--- src/sv/valve_actuator_controller_unit_assert.svh ---
// Assertion macros shared by the valve actuator controller.
`ifndef VALVE_ACTUATOR_CONTROLLER_UNIT_ASSERT_SVH
`define VALVE_ACTUATOR_CONTROLLER_UNIT_ASSERT_SVH

// Consequent must hold in the same cycle as the antecedent.
`define VAC_ASSERT_SAME(lbl, ante, cons) \
  lbl: assert property (@(posedge clk) disable iff (!rst_n) (ante) |-> (cons)) \
    else $error("valve controller check failed");

// Consequent must hold in the cycle after the antecedent.
`define VAC_ASSERT_NEXT(lbl, ante, cons) \
  lbl: assert property (@(posedge clk) disable iff (!rst_n) (ante) |=> (cons)) \
    else $error("valve controller check failed");

`endif

--- src/sv/vac_pkg.sv ---
package vac_pkg;

  // Valve state codes.
  localparam logic [2:0] ST_CLOSED  = 3'd0;
  localparam logic [2:0] ST_OPENING = 3'd1;
  localparam logic [2:0] ST_OPENED  = 3'd2;
  localparam logic [2:0] ST_CLOSING = 3'd3;
  localparam logic [2:0] ST_STOPF   = 3'd4;
  localparam logic [2:0] ST_FAILURE = 3'd5;

  // Switch readings.
  localparam logic [1:0] SW_LOCAL = 2'd0;
  localparam logic [1:0] SW_FAULT = 2'd1;
  localparam logic [1:0] SW_AUTO  = 2'd2;

  // LED colors.
  localparam logic [1:0] LED_DARK  = 2'd0;
  localparam logic [1:0] LED_RED   = 2'd1;
  localparam logic [1:0] LED_GREEN = 2'd2;

  localparam logic [11:0] DUTY_FULL = 12'd4095;

  // Configuration register indexes and reset values.
  localparam logic [1:0] CFG_TRAVEL_TIME = 2'd0;
  localparam logic [1:0] CFG_BLINK_ON    = 2'd1;
  localparam logic [1:0] CFG_BLINK_OFF   = 2'd2;

  localparam logic [15:0] TRAVEL_TIME_RST = 16'd2000;
  localparam logic [15:0] BLINK_ON_RST    = 16'd500;
  localparam logic [15:0] BLINK_OFF_RST   = 16'd250;

  typedef struct packed {
    logic [1:0]  switch_position;
    logic        open_command;
    logic [15:0] elapsed_ms;
  } vac_in_t;

  typedef struct packed {
    logic [2:0]  valve_state;
    logic        auto_mode;
    logic [11:0] led_red;
    logic [11:0] led_green;
    logic        alarm_raised;
    logic        alarm_cleared;
  } vac_out_t;

  // Control state carried between passes.
  typedef struct packed {
    logic [2:0] state;
    logic       mode_auto;
    logic [1:0] led;
  } vac_ctrl_t;

endpackage

--- src/sv/valve_actuator_controller_unit.sv ---
// Channel   Direction  Handshake              Payload
// in_       input      in_valid / in_ready    vac_in_t  (switch, command, elapsed ms)
// out_      output     out_valid / out_ready  vac_out_t (state, mode, LEDs, alarm pulses)
// cfg_      input      cfg_we                 cfg_index, cfg_wdata (16 bit)
//
// Each item is one control-loop pass, computed combinationally; an item may be accepted
// every cycle. Its result appears in the output register on the following cycle.
// in_ready is high when the output register is empty or being taken, so a stall
// on out_ready holds off the input only while a result is waiting.
// Synchronous active-low reset clears the valve state and timers and loads the
// register defaults (travel 2000 ms, blink on 500 ms, blink off 250 ms).
module valve_actuator_controller_unit #(
  parameter int TIMER_WIDTH = 16
) (
  input  logic             clk,
  input  logic             rst_n,
  input  logic             in_valid,
  output logic             in_ready,
  input  vac_pkg::vac_in_t in_data,
  output logic             out_valid,
  input  logic             out_ready,
  output vac_pkg::vac_out_t out_data,
  input  logic             cfg_we,
  input  logic [1:0]       cfg_index,
  input  logic [15:0]      cfg_wdata
);
  import vac_pkg::*;

  logic [15:0]            travel_time_r;
  logic [15:0]            blink_on_r;
  logic [15:0]            blink_off_r;
  vac_ctrl_t              ctrl_r;
  vac_ctrl_t              ctrl_nxt;
  logic [TIMER_WIDTH-1:0] travel_r;
  logic [TIMER_WIDTH-1:0] travel_nxt;
  logic [TIMER_WIDTH:0]   blink_r;
  logic [TIMER_WIDTH:0]   blink_nxt;
  logic                   out_valid_r;
  vac_out_t               out_data_r;
  vac_out_t               result;
  logic                   in_accept;

  assign in_ready  = !out_valid_r || out_ready;
  assign in_accept = in_valid && in_ready;
  assign out_valid = out_valid_r;
  assign out_data  = out_data_r;

  vac_step #(
    .TIMER_WIDTH(TIMER_WIDTH)
  ) u_step (
    .ctrl_q         (ctrl_r),
    .travel_q       (travel_r),
    .blink_q        (blink_r),
    .item           (in_data),
    .travel_time_ms (travel_time_r),
    .blink_on_ms    (blink_on_r),
    .blink_off_ms   (blink_off_r),
    .ctrl_nxt       (ctrl_nxt),
    .travel_nxt     (travel_nxt),
    .blink_nxt      (blink_nxt),
    .result         (result)
  );

  // Configuration registers.
  always_ff @(posedge clk) begin
    if (!rst_n) begin
      travel_time_r <= TRAVEL_TIME_RST;
      blink_on_r    <= BLINK_ON_RST;
      blink_off_r   <= BLINK_OFF_RST;
    end else if (cfg_we) begin
      unique case (cfg_index)
        CFG_TRAVEL_TIME: travel_time_r <= cfg_wdata;
        CFG_BLINK_ON:    blink_on_r    <= cfg_wdata;
        CFG_BLINK_OFF:   blink_off_r   <= cfg_wdata;
        default: ;
      endcase
    end
  end

  // Valve state and timers advance on each accepted item.
  always_ff @(posedge clk) begin
    if (!rst_n) begin
      ctrl_r.state     <= ST_CLOSED;
      ctrl_r.mode_auto <= 1'b0;
      ctrl_r.led       <= LED_DARK;
      travel_r         <= '0;
      blink_r          <= '0;
    end else if (in_accept) begin
      ctrl_r   <= ctrl_nxt;
      travel_r <= travel_nxt;
      blink_r  <= blink_nxt;
    end
  end

  // Output register.
  always_ff @(posedge clk) begin
    if (!rst_n) begin
      out_valid_r <= 1'b0;
    end else if (in_accept) begin
      out_valid_r <= 1'b1;
    end else if (out_ready) begin
      out_valid_r <= 1'b0;
    end
  end

  always_ff @(posedge clk) begin
    if (in_accept) begin
      out_data_r <= result;
    end
  end

`include "valve_actuator_controller_unit_assert.svh"

  `VAC_ASSERT_NEXT(a_accept_gives_result, in_accept, out_valid_r)
  `VAC_ASSERT_SAME(a_raise_in_failure, out_valid_r && out_data_r.alarm_raised, out_data_r.valve_state == ST_FAILURE)
  `VAC_ASSERT_SAME(a_clear_to_closed, out_valid_r && out_data_r.alarm_cleared, out_data_r.valve_state == ST_CLOSED)
  `VAC_ASSERT_SAME(a_state_code_range, 1'b1, ctrl_r.state <= ST_FAILURE)

endmodule

--- src/sv/vac_step.sv ---
module vac_step #(
  parameter int TIMER_WIDTH = 16
) (
  input  vac_pkg::vac_ctrl_t    ctrl_q,
  input  logic [TIMER_WIDTH-1:0] travel_q,
  input  logic [TIMER_WIDTH:0]   blink_q,
  input  vac_pkg::vac_in_t      item,
  input  logic [15:0]           travel_time_ms,
  input  logic [15:0]           blink_on_ms,
  input  logic [15:0]           blink_off_ms,
  output vac_pkg::vac_ctrl_t    ctrl_nxt,
  output logic [TIMER_WIDTH-1:0] travel_nxt,
  output logic [TIMER_WIDTH:0]   blink_nxt,
  output vac_pkg::vac_out_t     result
);
  import vac_pkg::*;

  localparam int TW  = TIMER_WIDTH;
  localparam int BW  = TIMER_WIDTH + 1;
  localparam int TCW = (TW > 16) ? TW : 16;
  localparam int BCW = (BW > 17) ? BW : 17;
  localparam int TAW = TCW + 1;
  localparam int BAW = BCW + 1;

  logic [TAW-1:0] travel_sum;
  logic [BAW-1:0] blink_sum;
  logic [TW-1:0]  travel_adv;
  logic [BW-1:0]  blink_adv;
  logic [16:0]    blink_period;

  // Saturating advance of both timers.
  assign travel_sum   = TAW'(travel_q) + TAW'(item.elapsed_ms);
  assign blink_sum    = BAW'(blink_q) + BAW'(item.elapsed_ms);
  assign travel_adv   = (travel_sum > TAW'({TW{1'b1}})) ? {TW{1'b1}} : travel_sum[TW-1:0];
  assign blink_adv    = (blink_sum > BAW'({BW{1'b1}})) ? {BW{1'b1}} : blink_sum[BW-1:0];
  assign blink_period = 17'(blink_on_ms) + 17'(blink_off_ms);

  logic [TW-1:0] tr;
  logic [BW-1:0] bl;
  logic [2:0]    st_cmd;
  logic [2:0]    st_new;
  logic [1:0]    led;
  logic [1:0]    blink_col;
  logic          mode;
  logic          moving;
  logic          done;
  logic          raised;
  logic          cleared;

  // Mode, switch and command evaluation, then motion and LED update.
  always_comb begin
    tr        = travel_adv;
    bl        = blink_adv;
    mode      = ctrl_q.mode_auto;
    st_cmd    = ctrl_q.state;
    led       = ctrl_q.led;
    raised    = 1'b0;
    cleared   = 1'b0;
    moving    = 1'b0;
    blink_col = LED_GREEN;

    if (item.switch_position == SW_LOCAL) begin
      mode = 1'b0;
    end else if (item.switch_position == SW_AUTO) begin
      mode = 1'b1;
    end

    // The previous state always equals the state at the start of a pass.
    if (item.switch_position == SW_FAULT) begin
      if (ctrl_q.state == ST_OPENED || ctrl_q.state == ST_OPENING) begin
        tr     = '0;
        st_cmd = ST_STOPF;
      end
      if (ctrl_q.state == ST_CLOSED) begin
        st_cmd = ST_FAILURE;
        raised = 1'b1;
      end
    end else if (!mode) begin
      if (item.open_command &&
          (ctrl_q.state == ST_CLOSED || ctrl_q.state == ST_CLOSING)) begin
        tr     = '0;
        st_cmd = ST_OPENING;
      end
      if (!item.open_command &&
          (ctrl_q.state == ST_OPENED || ctrl_q.state == ST_OPENING)) begin
        tr     = '0;
        st_cmd = ST_CLOSING;
      end
      if (!item.open_command && ctrl_q.state == ST_FAILURE) begin
        st_cmd  = ST_CLOSED;
        cleared = 1'b1;
      end
    end

    done   = (TCW'(tr) > TCW'(travel_time_ms));
    st_new = st_cmd;

    unique case (st_cmd)
      ST_FAILURE: led = LED_RED;
      ST_OPENED:  led = LED_GREEN;
      ST_CLOSED:  led = LED_DARK;
      ST_OPENING: begin
        moving = 1'b1;
        if (done) begin
          tr     = '0;
          st_new = ST_OPENED;
        end
      end
      ST_CLOSING: begin
        moving = 1'b1;
        if (done) begin
          tr     = '0;
          st_new = ST_CLOSED;
        end
      end
      ST_STOPF: begin
        moving    = 1'b1;
        blink_col = LED_RED;
        if (done) begin
          tr     = '0;
          st_new = ST_CLOSED;
        end
      end
      default: ;
    endcase

    // Blinking while the valve moves.
    if (moving) begin
      if (BCW'(bl) > BCW'(blink_on_ms)) begin
        led = LED_DARK;
      end
      if (BCW'(bl) > BCW'(blink_period)) begin
        led = blink_col;
        bl  = '0;
      end
    end
  end

  assign ctrl_nxt.state     = st_new;
  assign ctrl_nxt.mode_auto = mode;
  assign ctrl_nxt.led       = led;
  assign travel_nxt         = tr;
  assign blink_nxt          = bl;

  assign result.valve_state   = st_new;
  assign result.auto_mode     = mode;
  assign result.led_red       = (led == LED_RED) ? DUTY_FULL : 12'd0;
  assign result.led_green     = (led == LED_GREEN) ? DUTY_FULL : 12'd0;
  assign result.alarm_raised  = raised;
  assign result.alarm_cleared = cleared;

endmodule

--- config.mk ---
export PLATFORM = sky130hd
export DESIGN_NAME = valve_actuator_controller_unit
export DESIGN_NICKNAME = d
export VERILOG_FILES = /design/src/sv/vac_pkg.sv /design/src/sv/valve_actuator_controller_unit.sv /design/src/sv/vac_step.sv
export VERILOG_INCLUDE_DIRS = /design/src /design/src/sv
export SDC_FILE = /design/constraint.sdc
export NUM_CORES = 1
export LEC_CHECK = 0
export CAP_MARGIN = 40
export CORE_MARGIN = 2
export CORE_UTILIZATION = 61
export DETAILED_ROUTE_END_ITERATION = 12
export DONT_BUFFER_PORTS = 1
export PLACE_DENSITY_LB_ADDON = 0.1
export SETUP_SLACK_MARGIN = 0.4
export SKIP_CTS_REPAIR_TIMING = 1
export SYNTH_ARGS = -nofsm -noshare
export SYNTH_HDL_FRONTEND = slang
export SYNTH_HIERARCHICAL = 1
export SYNTH_SLANG_ARGS = --single-unit
--- constraint.sdc ---
create_clock -name clk -period 14 [get_ports clk]
set_clock_uncertainty 0.1 [all_clocks]
set_input_delay 0.7 -clock clk [delete_from_list [all_inputs] [get_ports clk]]
set_output_delay 0.7 -clock clk [all_outputs]
set_load 0.02 [all_outputs]
# Yosys cells after proc, flatten, opt, wreduce, memory -nomap -nowiden
# Cells that the tools add are included.
[word_totals] regBits=118 output_inout_bits=32 word_cells=93
[classes] n_addsub=3 order_cmp=5 eq_ne=15 mux=35 n_reduce_logical=20
[op_table] op="$mux 16" n=8
[op_table] op="$mux 17" n=3
[op_table] op="$add 16x16->17" n=2
[op_table] op="$mux 3" n=9
[op_table] op="$mux 12" n=2
[op_table] op="$add 17x16->18" n=1
[op_table] op="$gt 18x17->1 const B" n=1
[op_table] op="$gt 17x16->1" n=1
[op_table] op="$gt 17x16->1 const B" n=1
[op_table] op="$gt 17x17->1" n=1
[op_table] op="$gt 16x16->1" n=1
[op_table] op="$eq 3x2->1 const B" n=4
[op_table] op="$eq 3x3->1 const B" n=3
[op_table] op="$mux 2" n=4
[op_table] op="$mux 1" n=7
[op_table] op="$eq 2x1->1 const B" n=3
[op_table] op="$eq 2x2->1 const B" n=3
[op_table] op="$eq 3x1->1 const B" n=2
[op_table] op="$logic_not 3->1" n=2
[op_table] op="$pmux 2 s3" n=1
[op_table] op="$pmux 3 s2" n=1
[op_table] op="$reduce_and 2->1" n=3
[op_table] op="$logic_and 1x1->1" n=4
[op_table] op="$logic_not 2->1" n=2
[op_table] op="other kinds (5)" n=9

# Logic depth before layout (Yosys ltp)
# Gate-level depths: netlist (run 1).
[logic_depth] ltp_word=15 ltp_mapped=23 depth_no_buf=22

# Modules after synthesis
# The synthesis (run 1) kept the hierarchy.
[modules_own_cells] mod="vac_step" instances=1 cells_per_inst=631 area_per_inst_um2=4394.2 seq_area_each_um2=0.0
[modules_own_cells] mod="valve_actuator_controller_unit" instances=1 cells_per_inst=388 area_per_inst_um2=4247.8 seq_area_each_um2=2662.6

# Worst setup path before layout (run 1)
# Ideal clock, no wire load.
[synth_timing] path_kind="input-to-reg" from="in in_data[4] in the netlist's numbering" to="reg out_data_r, in the netlist out_data[15], data pin" setup_ns=0.128 t_arrival_ns=4.560 t_required_ns=13.772 path_slack_ns=9.212 cell_stages=19 n_path_buf=1 path_cell_list="ha_1 > a21oi_1 > o211ai_2 > a41oi_1 > nand4_1 > o2111ai_1 > a21boi_1 > nor2_1 > inv_1 > ha_1 > and3_1 > o21ai_1 > nand3_1 > a2111oi_1 > nor2_1 > or3_1 > o211ai_2 > nor2b_2 > buf_4"
[synth_rtl] item="start: declaration" line_no="valve_actuator_controller_unit.sv:19" source="input vac_pkg::vac_in_t in_data,"
[synth_rtl] item="end signal: assignment" line_no="valve_actuator_controller_unit.sv:108" source="out_data_r <= result;"
[synth_rtl] item="end: declaration" line_no="valve_actuator_controller_unit.sv:39" source="vac_out_t out_data_r;"

==> results of run 1 <==
[worst max-delay path: cells and delay by family (launching register included)]
family	cells	cell delay (ns)
AOI/OAI and AO/OA	10	2.56
adders and majority gates	3	0.95
DFF	1	0.35
and+or+nand+nor	5	1.32
[layer usage]
metal | global-route usage [%] | vias to the layer above | part of all wire [%]
li1 | - | 3498 | -
met1 | 36.8 | 3144 | 47
met2 | 42.1 | 193 | 45
met3 | 5.77 | 21 | 6.0
met4 | 8.03 | 0 | 1.5
met5 | 0 | - | 0
[Yosys cell counts (5+ instances only)]
cell type	count	area share [%]
nand4_1	11	0.80
nor2b_1	14	1.0
buf_6	5	0.65
xor2_1	18	1.8
a31oi_1	7	0.51
edfxtp_1	30	10
buf_2	20	1.2
dfxtp_1	88	20
nand2_1	149	6.5
nand2b_1	5	0.36
o21bai_1	7	0.61
o21a_1	12	1.0
o31ai_1	5	0.43
a211oi_1	10	0.87
buf_4	31	2.7
nand3_1	49	2.8
mux2i_1	52	6.0
nor2_1	79	3.4
ha_1	97	14
xnor2_1	21	2.1
a21oi_1	58	3.4
nor3_1	19	1.1
a21o_1	18	1.6
clkbuf_1	10	0.43
o21ai_0	47	2.7
o211ai_1	5	0.43
nand3b_1	5	0.43
nor3b_1	5	0.43
and2_1	5	0.36
inv_1	56	2.4
o21ai_2	11	1.1
[logic make-up after synthesis]
| family | Yosys count | share of synthesized area, % |
|---|---|---|
| AND/OR/NAND/NOR | 361 | 19.2 |
| AO/OA/AOI/OAI | 221 | 17.2 |
| buffers and inverters | 126 | 7.86 |
| flip-flops | 118 | 30.8 |
| adder cells (fa/ha/maj) | 100 | 14.7 |
| multiplexers | 54 | 6.33 |
| XOR/XNOR | 39 | 3.95 |
[flip-flops by register name, indices dropped and copies added, names as in the netlist]
register,count
blink_off_r,16
blink_on_r,16
blink_r,17
ctrl_r,6
out_data,30
out_valid,1
travel_r,16
travel_time_r,16
[worst min path at each step]
| stage | from | endpoint |
|---|---|---|
| after detailed placement | travel_time_r[1] | travel_time_r[1] |
| after floorplan | travel_time_r[5] | travel_time_r[5] |
| after global placement | travel_time_r[5] | travel_time_r[5] |
| after CTS | rst_n | blink_on_r[4] |
| after global routing | rst_n | travel_time_r[6] |
| final | rst_n | blink_on_r[4] |
[where the power goes]
| group | total, mW | internal, mW | leakage, nW | switching [mW] |
|---|---|---|---|---|
| Clock | 0.426 | 0.260 | 0.275 | 0.166 |
| Combinational | 0.802 | 0.320 | 2.72 | 0.482 |
| Sequential | 0.550 | 0.458 | 1.02 | 0.0926 |
| Total | 1.78 | 1.04 | 4.02 | 0.740 |
[metrics by stage]
stage	util [%]	setup slack (ns)	cells
3_3_place_gp	60.6	8.43	1131
5_1_grt	65.5	8.08	1168
3_5_place_dp	61.3	8.39	1136
6_report	65.5	8.46	1168
2_1_floorplan	-	9.21	1019
4_1_cts	65.5	8.47	1168
[area by class of cell]
class | count | area share (%)
Tap cell | 180 | 2.48
Clock inverter | 13 | 1.33
Timing Repair Buffer | 7 | 1.22
Clock buffer | 19 | 5.10
Inverter | 56 | 2.31
Sequential cell | 118 | 29.3
Multi-Input combinational cell | 775 | 58.3
==> impl_metrics.yaml, run 1 <==
drt:
  drcViolationCount: 0
  routed_wl_mm: 19.7
  firstDrtPassIters: 4
  wire_per_inst_um: 16.9
  antenna_left: 0
  vias_per_cell: 5.87
  vias: 6856
  dr.first_iter.drc_count: 444
synth:
  seq_area_frac_synth_pct: 30.8
  syn_inst: 1019
  syn_area_sq_um: 8640
  async_flop_share_pct: 0
  synth_seq_cells: 118
  synth_area_per_cell_sq_um: 8.48
  ys_warn_count: 6
  synth_fp_nets: 1161
  synth_edf_count: 30
  ys.flop_type: "dfxtp_1"
  synth.distinct_cells: 74
placement:
  place_hpwl_mm: 15.1
  routabilityCongestion: 0.906
  io_buffers: 0
  placed_area_sq_um: 8510
grt:
  track_usage_pct: 26.7
  grt_pass1_wl_mm: 31.3
  overflow: 0
  antenna_found_initial: 0
  grt_max_degree: 141
  grt_pass1_vias: 6285
floorplanning:
  die_w_um: 123
  std_cell_rows: 43
  dieArea_sq_um: 15100
  start_util_pct: 62.3
  io_pins: 74
  core_area_sq_um: 13900
  die_y_um: 123
cells_and_area:
  regArea_sq_um: 2660
  final_cell_area_sq_um: 9100
  syn_to_final_growth_pct: 5.27
  multi_input_area_sq_um: 5300
  drive_gt1_share_pct: 7.79
  most-common-layout-cells: "149 x nand2_1, 97 x ha_1, 88 x dfxtp_1"
  fill_cells: 1215
  final_common_cell: "nand2_1"
  nNetsFinal: 1117
  n_antenna_cell: 0
clock_network:
  cts_max_level: 4
  cts_buffers: 17
  cts_root_buffer: "clkbuf_16"
  cts.sinks: 118
  cts_buffer_depth: 2
  path_clk_slew_ns: 0.06
  cts_tree: "built"
  clock_latency_ns: 0.42
critical_path:
  cp_slowest_cell: "a2111oi_1"
  crit_end: "out_data[18]"
  crit_path_max_incr_delay_ns: 0.58
  path_cells: "ha_1 > fa_1 > a21oi_1 > o21ai_1 > nor4_2 > o31ai_1 > o41a_1 > a311oi_2 > nor2_1 > a211oi_1 > ha_1 > a21oi_1 > o21ai_0 > a2111oi_1 > nor2_1 > or3_1 > o211ai_2 > nor2b_2"
  required_ns: 14.07
  crit_fanout: 12
  timing.rr.start: "blink_on_r[0]"
  end_kind: "register"
  crit_arrival_ns: 5.61
  critical_path.startpoint_type: "register"
  critPathLaunch: "blink_on_r[0]"
  regToRegSetupSlack_ns: 8.46
  reg2regPathDepth: 18
  critPathKind: "reg2reg"
  r2r-end: "out_data[18]"
hold_path:
  min_path_cells: 1
  hp-class: "in2reg"
timing:
  min_period_over_period_pct: 39.6
  max_freq_mhz: 181
  fin_tns_setup_ns: 0
  hold_slack_ns: 0.281
  finalHoldViolCount: 0
  worst_slew_pin_slew_ns: 0.814
  rsz0062_at_grt: "no"
  fin_crit_ns: 5.54
  setup_violations: 0
  slew-limit-headroom_pct: 45.2
  slew_violations: 0
pwr:
  ir_drop_uv: 102
  power.density_nw_per_um2: 195
  totalPowerFinal_mw: 1.78
  power.leakage_nw: 4.02
run:
  cap_viol_max_count: 0
outcome:
  outcome: "complete, no violations"
(Power assumes the default switching activity.)
==> run 2: changes to the inputs <==
==> constraint.sdc (replaced) <==
create_clock -name clk -period 5.3 [get_ports clk]
set_clock_uncertainty 0.1 [all_clocks]
set_input_delay 0.265 -clock clk [delete_from_list [all_inputs] [get_ports clk]]
set_output_delay 0.265 -clock clk [all_outputs]
set_load 0.02 [all_outputs]
==> run 2 against run 1 <==
  * Critical path depth did not move
  * Setup slack got worse by 7.9 ns
  * Die area stayed put
  * Register-to-register slack worse by 7.9 ns
  * Sequential cell count unchanged
  * Count of clock-buffer cells in the layout rose by 2
==> impl_metrics.yaml, run 2 (synthesis gave the netlist of run 1 again) <==
pwr:
  p_sw_mw: 2.07
  p_seq_share_pct: 29.5
  ir_drop_uv: 299
  switching_share_pct: 41.9
  pwr-share-clk_pct: 21.4
  p_comb_share_pct: 49.2
  p_int_mw: 2.87
  power.leakage_nw: 4.29
  power.density_nw_per_um2: 492
floorplanning:
  die_y_um: 123
  die_w_um: 123
  std_cell_rows: 43
  dieArea_sq_um: 15100
  io_pins: 74
  start_util_pct: 62.3
  core_area_sq_um: 13900
critical_path:
  end_kind: "register"
  crit_fanout: 6
  timing.rr.start: "blink_off_r[0]"
  regToRegSetupSlack_ns: 0.53
  crit_arrival_ns: 4.92
  critPathKind: "reg2reg"
  reg2regPathDepth: 18
  required_ns: 5.45
  r2r-end: "out_data[16]"
  critical_path.startpoint_type: "register"
outcome:
  outcome: "complete, no violations"
drt:
  firstDrtPassIters: 5
  dr.first_iter.drc_count: 524
  drcViolationCount: 0
  vias: 7234
  routed_wl_mm: 22.4
  vias_per_cell: 5.80
  wire_per_inst_um: 17.9
  antenna_left: 0
clock_network:
  cts_buffers: 17
  cts.sinks: 118
  cts_tree: "built"
  cts_root_buffer: "clkbuf_16"
  cts_max_level: 4
  clock_latency_ns: 0.42
  cts_buffer_depth: 2
  path_clk_slew_ns: 0.05
placement:
  place_hpwl_mm: 14.7
  routabilityCongestion: 0.869
  place_ws_ns: 0.134
  dp.cells: 1141
  io_buffers: 0
grt:
  grt_pass1_vias: 6252
  track_usage_pct: 27.1
  overflow: 0
  antenna_found_initial: 0
  grt_pass1_wl_mm: 31.7
  grt_max_degree: 141
timing:
  min_period_over_period_pct: 89.9
  setup_violations: 0
  rsz0062_at_grt: "no"
  slew_violations: 0
  fin_ws_ns: 0.533
  fin_tns_setup_ns: 0
  finalHoldViolCount: 0
  max_freq_mhz: 210
  worst_slew_pin_slew_ns: 0.770
  slew-limit-headroom_pct: 48.1
  fin_crit_ns: 4.77
cells_and_area:
  most-common-layout-cells: "149 x nand2_1, 96 x ha_1, 87 x dfxtp_1"
  syn_to_final_growth_pct: 16.0
  largest_reg_flops: 30
  fill_cells: 1109
  n_antenna_cell: 0
  nNetsFinal: 1197
  drive_gt1_share_pct: 10.8
  final_cells: 1248
  final_common_cell: "nand2_1"
hold_path:
  min_path_cells: 2
  min_to: "travel_time_r[15]"
  hp-class: "in2reg"
  hold_start: "cfg_wdata[15]"
run:
  cap_viol_max_count: 0
run 2: cell count changes in the layout (fill, tap and decap cells not counted), moves of 4 or more:
cell	change
dlygate4sd3_1	+66
buf_4	+11
a21oi_1	-6
a21oi_2	+5
clkbuf_1	+4
clkinv_2	+4
o21ai_0	-4
run 2: worst max path at each step:
stage | from | endpoint | slack [ns] | cells after the start
2_1_floorplan | blink_on_r[0] | out_data[15] | 0.58 | 19
3_3_place_gp | blink_on_r[0] | out_data[11] | 0.24 | 18
3_5_place_dp | blink_on_r[0] | out_data[18] | 0.13 | 18
4_1_cts | blink_on_r[0] | out_data[24] | 0.11 | 18
5_1_grt | blink_on_r[0] | out_data[24] | 0.32 | 18
6_report | blink_off_r[0] | out_data[16] | 0.53 | 18
run 2: layout make-up:
class                           count  area, sq um  area share [%]
Multi-Input combinational cell    776         5510            54.9
Sequential cell                   118         2660            26.6
Timing Repair Buffer               86          893            8.91
Clock buffer                       21          440            4.39
Tap cell                          180          225            2.25
Inverter                           56          210            2.10
Clock inverter                     11         86.3           0.861
run 2: stage by stage:
step | util, % | instance area (sq um) | hold slack (ns) | power, mW
floorplan | - | 8640 | 0.289 | 3.33
global placement | 60.9 | 8450 | 0.247 | 3.51
detailed placement | 61.6 | 8550 | 0.249 | 3.55
CTS | 65.4 | 9080 | -0.185 | 4.61
global route | 72.2 | 10000 | 0.00351 | 5.27
finish | 72.2 | 10000 | 0.000816 | 4.94
run 2: critical path: stages (launching register included):
cell	delay, ns
dfxtp_1	0.32
ha_2	0.21
fa_2	0.39
a21oi_4	0.20
o21ai_4	0.09
nor4_4	0.26
o31ai_2	0.10
o41a_1	0.42
a311oi_2	0.28
buf_4	0.17
xor2_2	0.15
ha_1	0.27
a21oi_2	0.16
o21ai_2	0.08
a2111oi_4	0.34
nor2_2	0.08
or3_4	0.39
o211ai_4	0.29
nor2b_4	0.28
run 2: power by group through the flow:
stage	registers (mW)	logic (mW)	clock network, mW
after detailed placement	1.47	2.08	0
after CTS	1.46	2.09	1.06
after global placement	1.47	2.04	0
after floorplan	1.43	1.90	0
after global routing	1.48	2.69	1.10
final	1.45	2.43	1.05
run 2: metal layers:
metal	share of wire (%)	wire length, um	vias to the layer above	global-route usage (%)
met2	45	10200	215	41.3
met4	2.0	456	0	8.66
met5	0	0	-	0
li1	-	-	3658	-
met3	5.9	1330	34	6.13
met1	47	10400	3327	38.0
